<file path="config.mk">
export PLATFORM = sky130hd
export DESIGN_NAME = lane_priority_select_top
export DESIGN_NICKNAME = d
export VERILOG_FILES = /design/src/rtl/lps_pkg.sv /design/src/rtl/lane_priority_select_top.sv /design/src/rtl/lps_ram.sv /design/src/rtl/lps_scan.sv
export SDC_FILE = /design/constraint.sdc
export NUM_CORES = 2
export LEC_CHECK = 0
export BUFFER_PORTS_ARGS = -buffer_cell sky130_fd_sc_hd__buf_2
export CORE_ASPECT_RATIO = 1.75
export CORE_MARGIN = 2
export CORE_UTILIZATION = 62
export CTS_BUF_LIST = sky130_fd_sc_hd__clkbuf_16
export DETAILED_ROUTE_END_ITERATION = 12
export PLACE_DENSITY = 0.86
export SYNTH_ARGS = -nofsm -noshare
export SYNTH_HDL_FRONTEND = slang
export SYNTH_SLANG_ARGS = --single-unit
</file>
<file path="constraint.sdc">
create_clock -name clk -period 22.1 [get_ports clk]
set_input_delay 2.21 -clock clk [delete_from_list [all_inputs] [get_ports clk]]
set_output_delay 2.21 -clock clk [all_outputs]
set_load 0.01 [all_outputs]
</file>
<file path="src/rtl/lps_pkg.sv">
// ----------------------------------------------------------------------------
// lps_pkg
// shared constants, record type and ordering helpers for lane priority select
// ----------------------------------------------------------------------------
package lps_pkg;

    localparam int MAX_CANDIDATES = 16;
    localparam int RESULT_LIMIT   = 16;

    localparam int IDX_W  = $clog2(MAX_CANDIDATES);
    localparam int CNT_W  = $clog2(MAX_CANDIDATES + 1);
    localparam int EMIT_W = $clog2(RESULT_LIMIT + 1);

    typedef struct packed {
        logic [31:0] tile;
        logic [31:0] group;
        logic [31:0] lane;
        logic        ramp;
        logic [1:0]  prio;
        logic [7:0]  ord;
    } record_t;

    localparam int REC_W = $bits(record_t);

    typedef struct packed {
        logic             start;
        logic             valid;
        logic [IDX_W-1:0] idx;
    } scan_ctl_t;

    localparam logic [1:0] PRIO_TABLE [2][4] = '{
        '{2'd0, 2'd1, 2'd2, 2'd3},
        '{2'd0, 2'd2, 2'd1, 2'd3}
    };

    function automatic logic [1:0] prio_of(input logic dir, input logic [1:0] ttype);
        return PRIO_TABLE[dir][ttype];
    endfunction

    // strict lexicographic order, ord is stored offset so unsigned compare works
    function automatic logic goes_before(input record_t a, input record_t b);
        logic [74:0] ka;
        logic [74:0] kb;
        ka = {a.ramp, a.prio, a.tile, a.group, a.ord};
        kb = {b.ramp, b.prio, b.tile, b.group, b.ord};
        return ka < kb;
    endfunction

endpackage

</file>
<file path="src/rtl/lane_priority_select_top.sv">
// an empty run gives its result in the cycle after the last transfer
// otherwise each selection pass (SCAN, DRAIN, DECIDE) reads every kept record once
// the first result follows two passes, each further result one more pass
// loading takes one item a cycle while busy is low; a run with kept records
// keeps busy high from the last transfer until its last result is emitted
// async reset clears counts and flags; store contents stay undefined until written
// ----------------------------------------------------------------------------
// lane_priority_select_top
// collects lane candidates in a store and emits the best ramp and priority class
// ----------------------------------------------------------------------------
module lane_priority_select_top (
    input  logic        clk,
    input  logic        rst_n,
    input  logic        start,
    output logic        busy,
    input  logic        cfg_we,
    input  logic        cfg_wdata,
    input  logic [31:0] group_tile,
    input  logic [31:0] group_number,
    input  logic [31:0] lane_number,
    input  logic signed [7:0] lane_position,
    input  logic [1:0]  transition_type,
    input  logic        is_ramp,
    input  logic        lane_found,
    input  logic        last_candidate,
    output logic        strobe,
    output logic [31:0] out_group_tile,
    output logic [31:0] out_group_number,
    output logic [31:0] out_lane_number,
    output logic        none_found,
    output logic        overflow,
    output logic        last_result
);

    typedef enum logic [1:0] {
        IDLE,
        SCAN,
        DRAIN,
        DECIDE
    } state_t;

    state_t                          state_reg;
    logic                            direction_reg;
    logic [lps_pkg::CNT_W-1:0]       kept_reg;
    logic [lps_pkg::CNT_W-1:0]       kept_next;
    logic                            dropped_reg;
    logic                            dropped_next;
    logic [lps_pkg::MAX_CANDIDATES-1:0] done_reg;
    logic [lps_pkg::IDX_W-1:0]       scan_cnt_reg;
    logic                            pipe_valid_reg;
    logic [lps_pkg::IDX_W-1:0]       pipe_idx_reg;
    logic                            pend_valid_reg;
    lps_pkg::record_t                pend_reg;
    logic [2:0]                      top_reg;
    logic [lps_pkg::EMIT_W-1:0]      emit_cnt_reg;
    logic                            strobe_reg;
    logic [31:0]                     tile_reg;
    logic [31:0]                     group_reg;
    logic [31:0]                     lane_reg;
    logic                            none_reg;
    logic                            ovf_reg;
    logic                            last_reg;

    logic                            accept;
    logic                            wr_en;
    logic                            rd_en;
    lps_pkg::record_t                wr_rec;
    logic [lps_pkg::REC_W-1:0]       rd_data;
    lps_pkg::scan_ctl_t              ctl;
    lps_pkg::record_t                best;
    logic [lps_pkg::IDX_W-1:0]       best_idx;
    logic                            best_found;
    logic                            scan_end;
    logic                            cont;

    assign busy   = (state_reg != IDLE);
    assign accept = start && !busy;
    assign wr_en  = accept && lane_found && (kept_reg < lps_pkg::CNT_W'(lps_pkg::MAX_CANDIDATES));
    assign rd_en  = (state_reg == SCAN);

    assign kept_next    = wr_en ? kept_reg + lps_pkg::CNT_W'(1) : kept_reg;
    assign dropped_next = dropped_reg || (accept && lane_found && !wr_en);

    always_comb
    begin
        wr_rec.tile  = group_tile;
        wr_rec.group = group_number;
        wr_rec.lane  = lane_number;
        wr_rec.ramp  = is_ramp;
        wr_rec.prio  = lps_pkg::prio_of(direction_reg, transition_type);
        wr_rec.ord   = lane_position ^ 8'h80;
    end

    assign ctl.start = (state_reg == DECIDE) || (accept && last_candidate);
    assign ctl.valid = pipe_valid_reg && !done_reg[pipe_idx_reg];
    assign ctl.idx   = pipe_idx_reg;

    assign scan_end = (lps_pkg::CNT_W'(scan_cnt_reg) == kept_reg - lps_pkg::CNT_W'(1));
    assign cont     = best_found && ({best.ramp, best.prio} == top_reg)
                      && ((emit_cnt_reg + lps_pkg::EMIT_W'(1))
                          < lps_pkg::EMIT_W'(lps_pkg::RESULT_LIMIT));

    lps_ram #(
        .WIDTH (lps_pkg::REC_W),
        .DEPTH (lps_pkg::MAX_CANDIDATES)
    ) u_store (
        .clk     (clk),
        .wr_en   (wr_en),
        .wr_addr (kept_reg[lps_pkg::IDX_W-1:0]),
        .wr_data (wr_rec),
        .rd_en   (rd_en),
        .rd_addr (scan_cnt_reg),
        .rd_data (rd_data)
    );

    lps_scan u_scan (
        .clk        (clk),
        .rst_n      (rst_n),
        .ctl        (ctl),
        .rd_data    (rd_data),
        .best       (best),
        .best_idx   (best_idx),
        .best_found (best_found)
    );

    always_ff @(posedge clk or negedge rst_n)
    begin
        if (!rst_n)
        begin
            state_reg      <= IDLE;
            direction_reg  <= 1'b0;
            kept_reg       <= '0;
            dropped_reg    <= 1'b0;
            done_reg       <= '0;
            scan_cnt_reg   <= '0;
            pipe_valid_reg <= 1'b0;
            pend_valid_reg <= 1'b0;
            emit_cnt_reg   <= '0;
            strobe_reg     <= 1'b0;
        end
        else
        begin
            strobe_reg     <= 1'b0;
            pipe_valid_reg <= 1'b0;
            if (cfg_we)
            begin
                direction_reg <= cfg_wdata;
            end
            unique case (state_reg)
                IDLE:
                begin
                    if (accept)
                    begin
                        kept_reg <= kept_next;
                        if (last_candidate && (kept_next == '0))
                        begin
                            // empty run
                            strobe_reg  <= 1'b1;
                            tile_reg    <= '0;
                            group_reg   <= '0;
                            lane_reg    <= '0;
                            none_reg    <= 1'b1;
                            ovf_reg     <= dropped_next;
                            last_reg    <= 1'b1;
                            dropped_reg <= 1'b0;
                        end
                        else
                        begin
                            dropped_reg <= dropped_next;
                            if (last_candidate)
                            begin
                                state_reg      <= SCAN;
                                done_reg       <= '0;
                                scan_cnt_reg   <= '0;
                                pend_valid_reg <= 1'b0;
                                emit_cnt_reg   <= '0;
                            end
                        end
                    end
                end
                SCAN:
                begin
                    pipe_valid_reg <= 1'b1;
                    pipe_idx_reg   <= scan_cnt_reg;
                    scan_cnt_reg   <= scan_cnt_reg + lps_pkg::IDX_W'(1);
                    if (scan_end)
                    begin
                        state_reg <= DRAIN;
                    end
                end
                DRAIN:
                begin
                    state_reg <= DECIDE;
                end
                DECIDE:
                begin
                    scan_cnt_reg <= '0;
                    if (!pend_valid_reg)
                    begin
                        // first pass fixes the winning class
                        top_reg            <= {best.ramp, best.prio};
                        pend_reg           <= best;
                        pend_valid_reg     <= 1'b1;
                        done_reg[best_idx] <= 1'b1;
                        state_reg          <= SCAN;
                    end
                    else
                    begin
                        strobe_reg   <= 1'b1;
                        tile_reg     <= pend_reg.tile;
                        group_reg    <= pend_reg.group;
                        lane_reg     <= pend_reg.lane;
                        none_reg     <= 1'b0;
                        ovf_reg      <= dropped_reg;
                        last_reg     <= !cont;
                        emit_cnt_reg <= emit_cnt_reg + lps_pkg::EMIT_W'(1);
                        if (cont)
                        begin
                            pend_reg           <= best;
                            done_reg[best_idx] <= 1'b1;
                            state_reg          <= SCAN;
                        end
                        else
                        begin
                            kept_reg       <= '0;
                            dropped_reg    <= 1'b0;
                            pend_valid_reg <= 1'b0;
                            state_reg      <= IDLE;
                        end
                    end
                end
                default:
                begin
                    state_reg <= IDLE;
                end
            endcase
        end
    end

    assign strobe           = strobe_reg;
    assign out_group_tile   = tile_reg;
    assign out_group_number = group_reg;
    assign out_lane_number  = lane_reg;
    assign none_found       = none_reg;
    assign overflow         = ovf_reg;
    assign last_result      = last_reg;

`ifndef SYNTH
    a_none_is_last: assert property (@(posedge clk) disable iff (!rst_n)
        strobe && none_found |-> last_result && (out_lane_number == 32'd0))
        else $error("none found result not final or not zeroed");

    a_more_follows: assert property (@(posedge clk) disable iff (!rst_n)
        strobe && !last_result |-> busy)
        else $error("non final result while idle");

    a_scan_in_range: assert property (@(posedge clk) disable iff (!rst_n)
        rd_en |-> (lps_pkg::CNT_W'(scan_cnt_reg) < kept_reg))
        else $error("store read beyond kept records");

    a_no_write_busy: assert property (@(posedge clk) disable iff (!rst_n)
        wr_en |-> !busy)
        else $error("store written during selection");

    a_emit_limit: assert property (@(posedge clk) disable iff (!rst_n)
        (state_reg == DECIDE) && pend_valid_reg
        |-> (emit_cnt_reg < lps_pkg::EMIT_W'(lps_pkg::RESULT_LIMIT)))
        else $error("result count beyond limit");
`endif

endmodule

</file>
<file path="src/rtl/lps_ram.sv">
// ----------------------------------------------------------------------------
// lps_ram
// generic single write port, single read port ram with registered read
// ----------------------------------------------------------------------------
module lps_ram #(
    parameter int WIDTH = 8,
    parameter int DEPTH = 16
) (
    input  logic                     clk,
    input  logic                     wr_en,
    input  logic [$clog2(DEPTH)-1:0] wr_addr,
    input  logic [WIDTH-1:0]         wr_data,
    input  logic                     rd_en,
    input  logic [$clog2(DEPTH)-1:0] rd_addr,
    output logic [WIDTH-1:0]         rd_data
);

    logic [WIDTH-1:0] mem [DEPTH];

    always_ff @(posedge clk)
    begin
        if (wr_en)
        begin
            mem[wr_addr] <= wr_data;
        end
        if (rd_en)
        begin
            rd_data <= mem[rd_addr];
        end
    end

endmodule

</file>
<file path="src/rtl/lps_scan.sv">
// ----------------------------------------------------------------------------
// lps_scan
// running minimum over records streamed from the store, earliest index wins ties
// ----------------------------------------------------------------------------
module lps_scan (
    input  logic                         clk,
    input  logic                         rst_n,
    input  lps_pkg::scan_ctl_t           ctl,
    input  logic [lps_pkg::REC_W-1:0]    rd_data,
    output lps_pkg::record_t             best,
    output logic [lps_pkg::IDX_W-1:0]    best_idx,
    output logic                         best_found
);

    lps_pkg::record_t             rec;
    lps_pkg::record_t             best_reg;
    logic [lps_pkg::IDX_W-1:0]    idx_reg;
    logic                         found_reg;
    logic                         take;

    assign rec  = lps_pkg::record_t'(rd_data);
    assign take = ctl.valid && (!found_reg || lps_pkg::goes_before(rec, best_reg));

    always_ff @(posedge clk or negedge rst_n)
    begin
        if (!rst_n)
        begin
            found_reg <= 1'b0;
        end
        else if (ctl.start)
        begin
            found_reg <= 1'b0;
        end
        else if (take)
        begin
            found_reg <= 1'b1;
        end
    end

    always_ff @(posedge clk)
    begin
        if (!ctl.start && take)
        begin
            best_reg <= rec;
            idx_reg  <= ctl.idx;
        end
    end

    assign best       = best_reg;
    assign best_idx   = idx_reg;
    assign best_found = found_reg;

endmodule

</file>
==> impl_metrics.ini <==
[status]
status = finished clean

[clocking]
root_buffer = clkbuf_16
insertion_delay_ps = 820
cts_resized = 0
cts.clk_slew.worst_paths_ps = 70
h-tree-depth = 4
cts_sinks = 2170
cts_buffer_depth = 3
cts_hold_buffers = 0
cts_tree = built
postCtsSetupBuffers = 0
cts_buffers = 175

[yosys]
netlist_instances = 4236
ys_async_sr_fraction_pct = 1.75
syn_area_um2 = 82800
yosysWarningCount = 0
syn_avg_cell_area_um2 = 19.5
synth-edff-count = 2132
synth_seq_cells = 2170
syn_nets = 4436
synth_top_area_share_pct = 77.3
synthFlopType = edfxtp_1
synth_cell_type_count = 67
yosysTopAreaCell = edfxtp_1
yosysSeqAreaShare_pct = 78.5
synth_area_leaders = edfxtp_1, mux4_2, mux2i_1

[detailed_routing]
drt_wl_total_um = 194000
dr.pass1.iters = 7
drc = 0
vias = 43000
viasPerCell = 6.77
drt_iter0_markers = 5510
antenna_left = 0
routedWlPerCell_um = 30.6

[placement]
numPortBuffers = 214
place_congestion = 0.809
dp_hpwl_um = 99900

[critical_path]
required_ps = 22540
critPathMaxFanout = 48
cp-start-kind = input pin
endpoint_kind = flop
crit_path_cell_trace = buf_2 -> and4b_1 -> and2_4 -> a31oi_4 -> nor3_1 -> nand4_1 -> a21oi_4 -> buf_4 -> buf_4
crit_top_cell = buf_4
cpPeakStageDelay_ps = 960
arrival_ps = 6020
crit_type = in -> reg
critPathLaunch = start
crit_family = buffers and inverters
worst-path-buf-inv = 3
cp_slowest_cell = a21oi_4
r2r_start = state_reg[0]$_DFFE_PN0P_

[pwr]
vdd.ir_drop.worst_mv = 0.0884
p_leak_uw = 0.0300
powerDensity_nw_per_um2 = 111

[sta]
fmax_ghz = 0.179
fin_hold_ws_ps = 412
fin_tns_setup_ps = 0
finalHoldViolCount = 0
setup_violations = 0
fin_crit_ps = 5590
finalMaxSlewViolations = 0
fin_skew_ps = 30.4
relSlewSlack_pct = 7.46
period_share_pct = 25.3
worstMarginPinSlew_ps = 1390
rsz0062_at_grt = false

[global_route]
grt_pass1_wl_um = 283000
grt-ovfl-total = 0
grt_max_degree = 141
grt_pass1_vias = 44500
grtUsageTotal_pct = 28.6
antenna_found_initial = 36

[finish]
regArea_um2 = 65000
utilization_pct = 69.0
largest_register_ffs = 1712
fillerInstances = 7507
drive_gt1_share_pct = 19.4
multi_input_area_um2 = 16800
nNetsFinal = 4682
syn_to_final_growth_pct = 10.5
layout_common_cells = edfxtp_1, mux2i_1, o21ai_0
layout_commonest_cell = edfxtp_1

[floorplan]
std_cell_rows = 177
ioPinCount = 215
start_util_pct = 62.4
dieArea_um2 = 137000
core_um2 = 133000
die_w_um = 280
die_h_um = 487

[min_path]
hold_path_class = reg -> reg
hold_start = u_scan.best[14]$_DFFE_PP_

[flow_run]
drv_cap = 0
path summary, 6_finish.rpt:
check                                                     to  slack, ps  depth (start not counted)
hold reg to reg                       pend_reg[14]$_DFFE_PP_        410                          0
max in group asynchronous        scan_cnt_reg[1]$_DFFE_PN0P_      20180                          2
min in group asynchronous            done_reg[1]$_DFFE_PN0P_       1490                          2
setup reg to reg           out_lane_number[13]$_SDFFCE_PN0P_      16870                         10
hold / removal                        pend_reg[14]$_DFFE_PP_        410                          0
setup / recovery           out_lane_number[13]$_SDFFCE_PN0P_      16510                          9
power breakdown:
group          total (uW)  leakage, uW  internal [uW]  switching (uW)
sequential           5180       0.0198           4980             202
combinational        1870      0.00729            744            1120
clock                3110      0.00291           1680            1440
total               10200       0.0300           7400            2760
area by class of cell:
cell class              instances  area share [%]
well taps                    1700            2.32
inverters                      87           0.357
clock buffers                 180            4.92
repair buffers                272            1.66
flip-flops and latches       2170            71.0
multi-input cells            1776            18.4
clock inverters               145            1.31
diodes                         20          0.0547
cells in the mapped netlist, types with 38 or more instances:
library cell  instances
a21oi_1             142
a221oi_1            108
a22oi_1             109
and2_1              111
clkbuf_1            135
dfrtp_1              38
edfxtp_1           2132
ha_1                 86
inv_1                87
mux2_2              110
mux2i_1             321
mux4_2              219
nand2_1             148
o21ai_0             243
stage by stage:
stage / std cells / power, uW / instance area (um2) / worst slack, ps
2_1_floorplan: 4236 / 6470 / 82800 / 10960
3_3_place_gp: 6005 / 7000 / 85800 / 15740
3_5_place_dp: 6005 / 7090 / 85800 / 15710
4_1_cts: 6330 / 10200 / 91500 / 16540
5_1_grt: 6340 / 10500 / 91500 / 16280
6_report: 6350 / 10200 / 91500 / 16510
logic make-up (layout without fill, tap and decap cells):
kind of cell	Yosys count	in the layout	share of synthesized area (%)
mux	650	650	11.3
other cells	0	20	0
compound gates	670	670	5.19
buf+inv	290	684	1.40
fa+ha+maj	86	86	1.30
simple gates	358	358	2.20
flops	2170	2170	78.5
xor+xnor	12	12	0.127
layer usage:
| metal | GRT usage, % | vias up | routed length (um) |
|---|---|---|---|
| met5 | 0 | - | 196 |
| met4 | 13.5 | 32 | 8500 |
| met3 | 5.97 | 567 | 18800 |
| met2 | 48.7 | 2927 | 100000 |
| met1 | 35.0 | 21800 | 66500 |
| li1 | - | 17700 | - |
worst reg2reg max path, delay by kind of cell, from the launching register on:
family	cells	cell delay (ps)
buf+inv	3	1400
fa+ha+maj	1	560
flops	1	460
compound gates	2	1060
simple gates	4	1280
(Power assumes the default switching activity.)
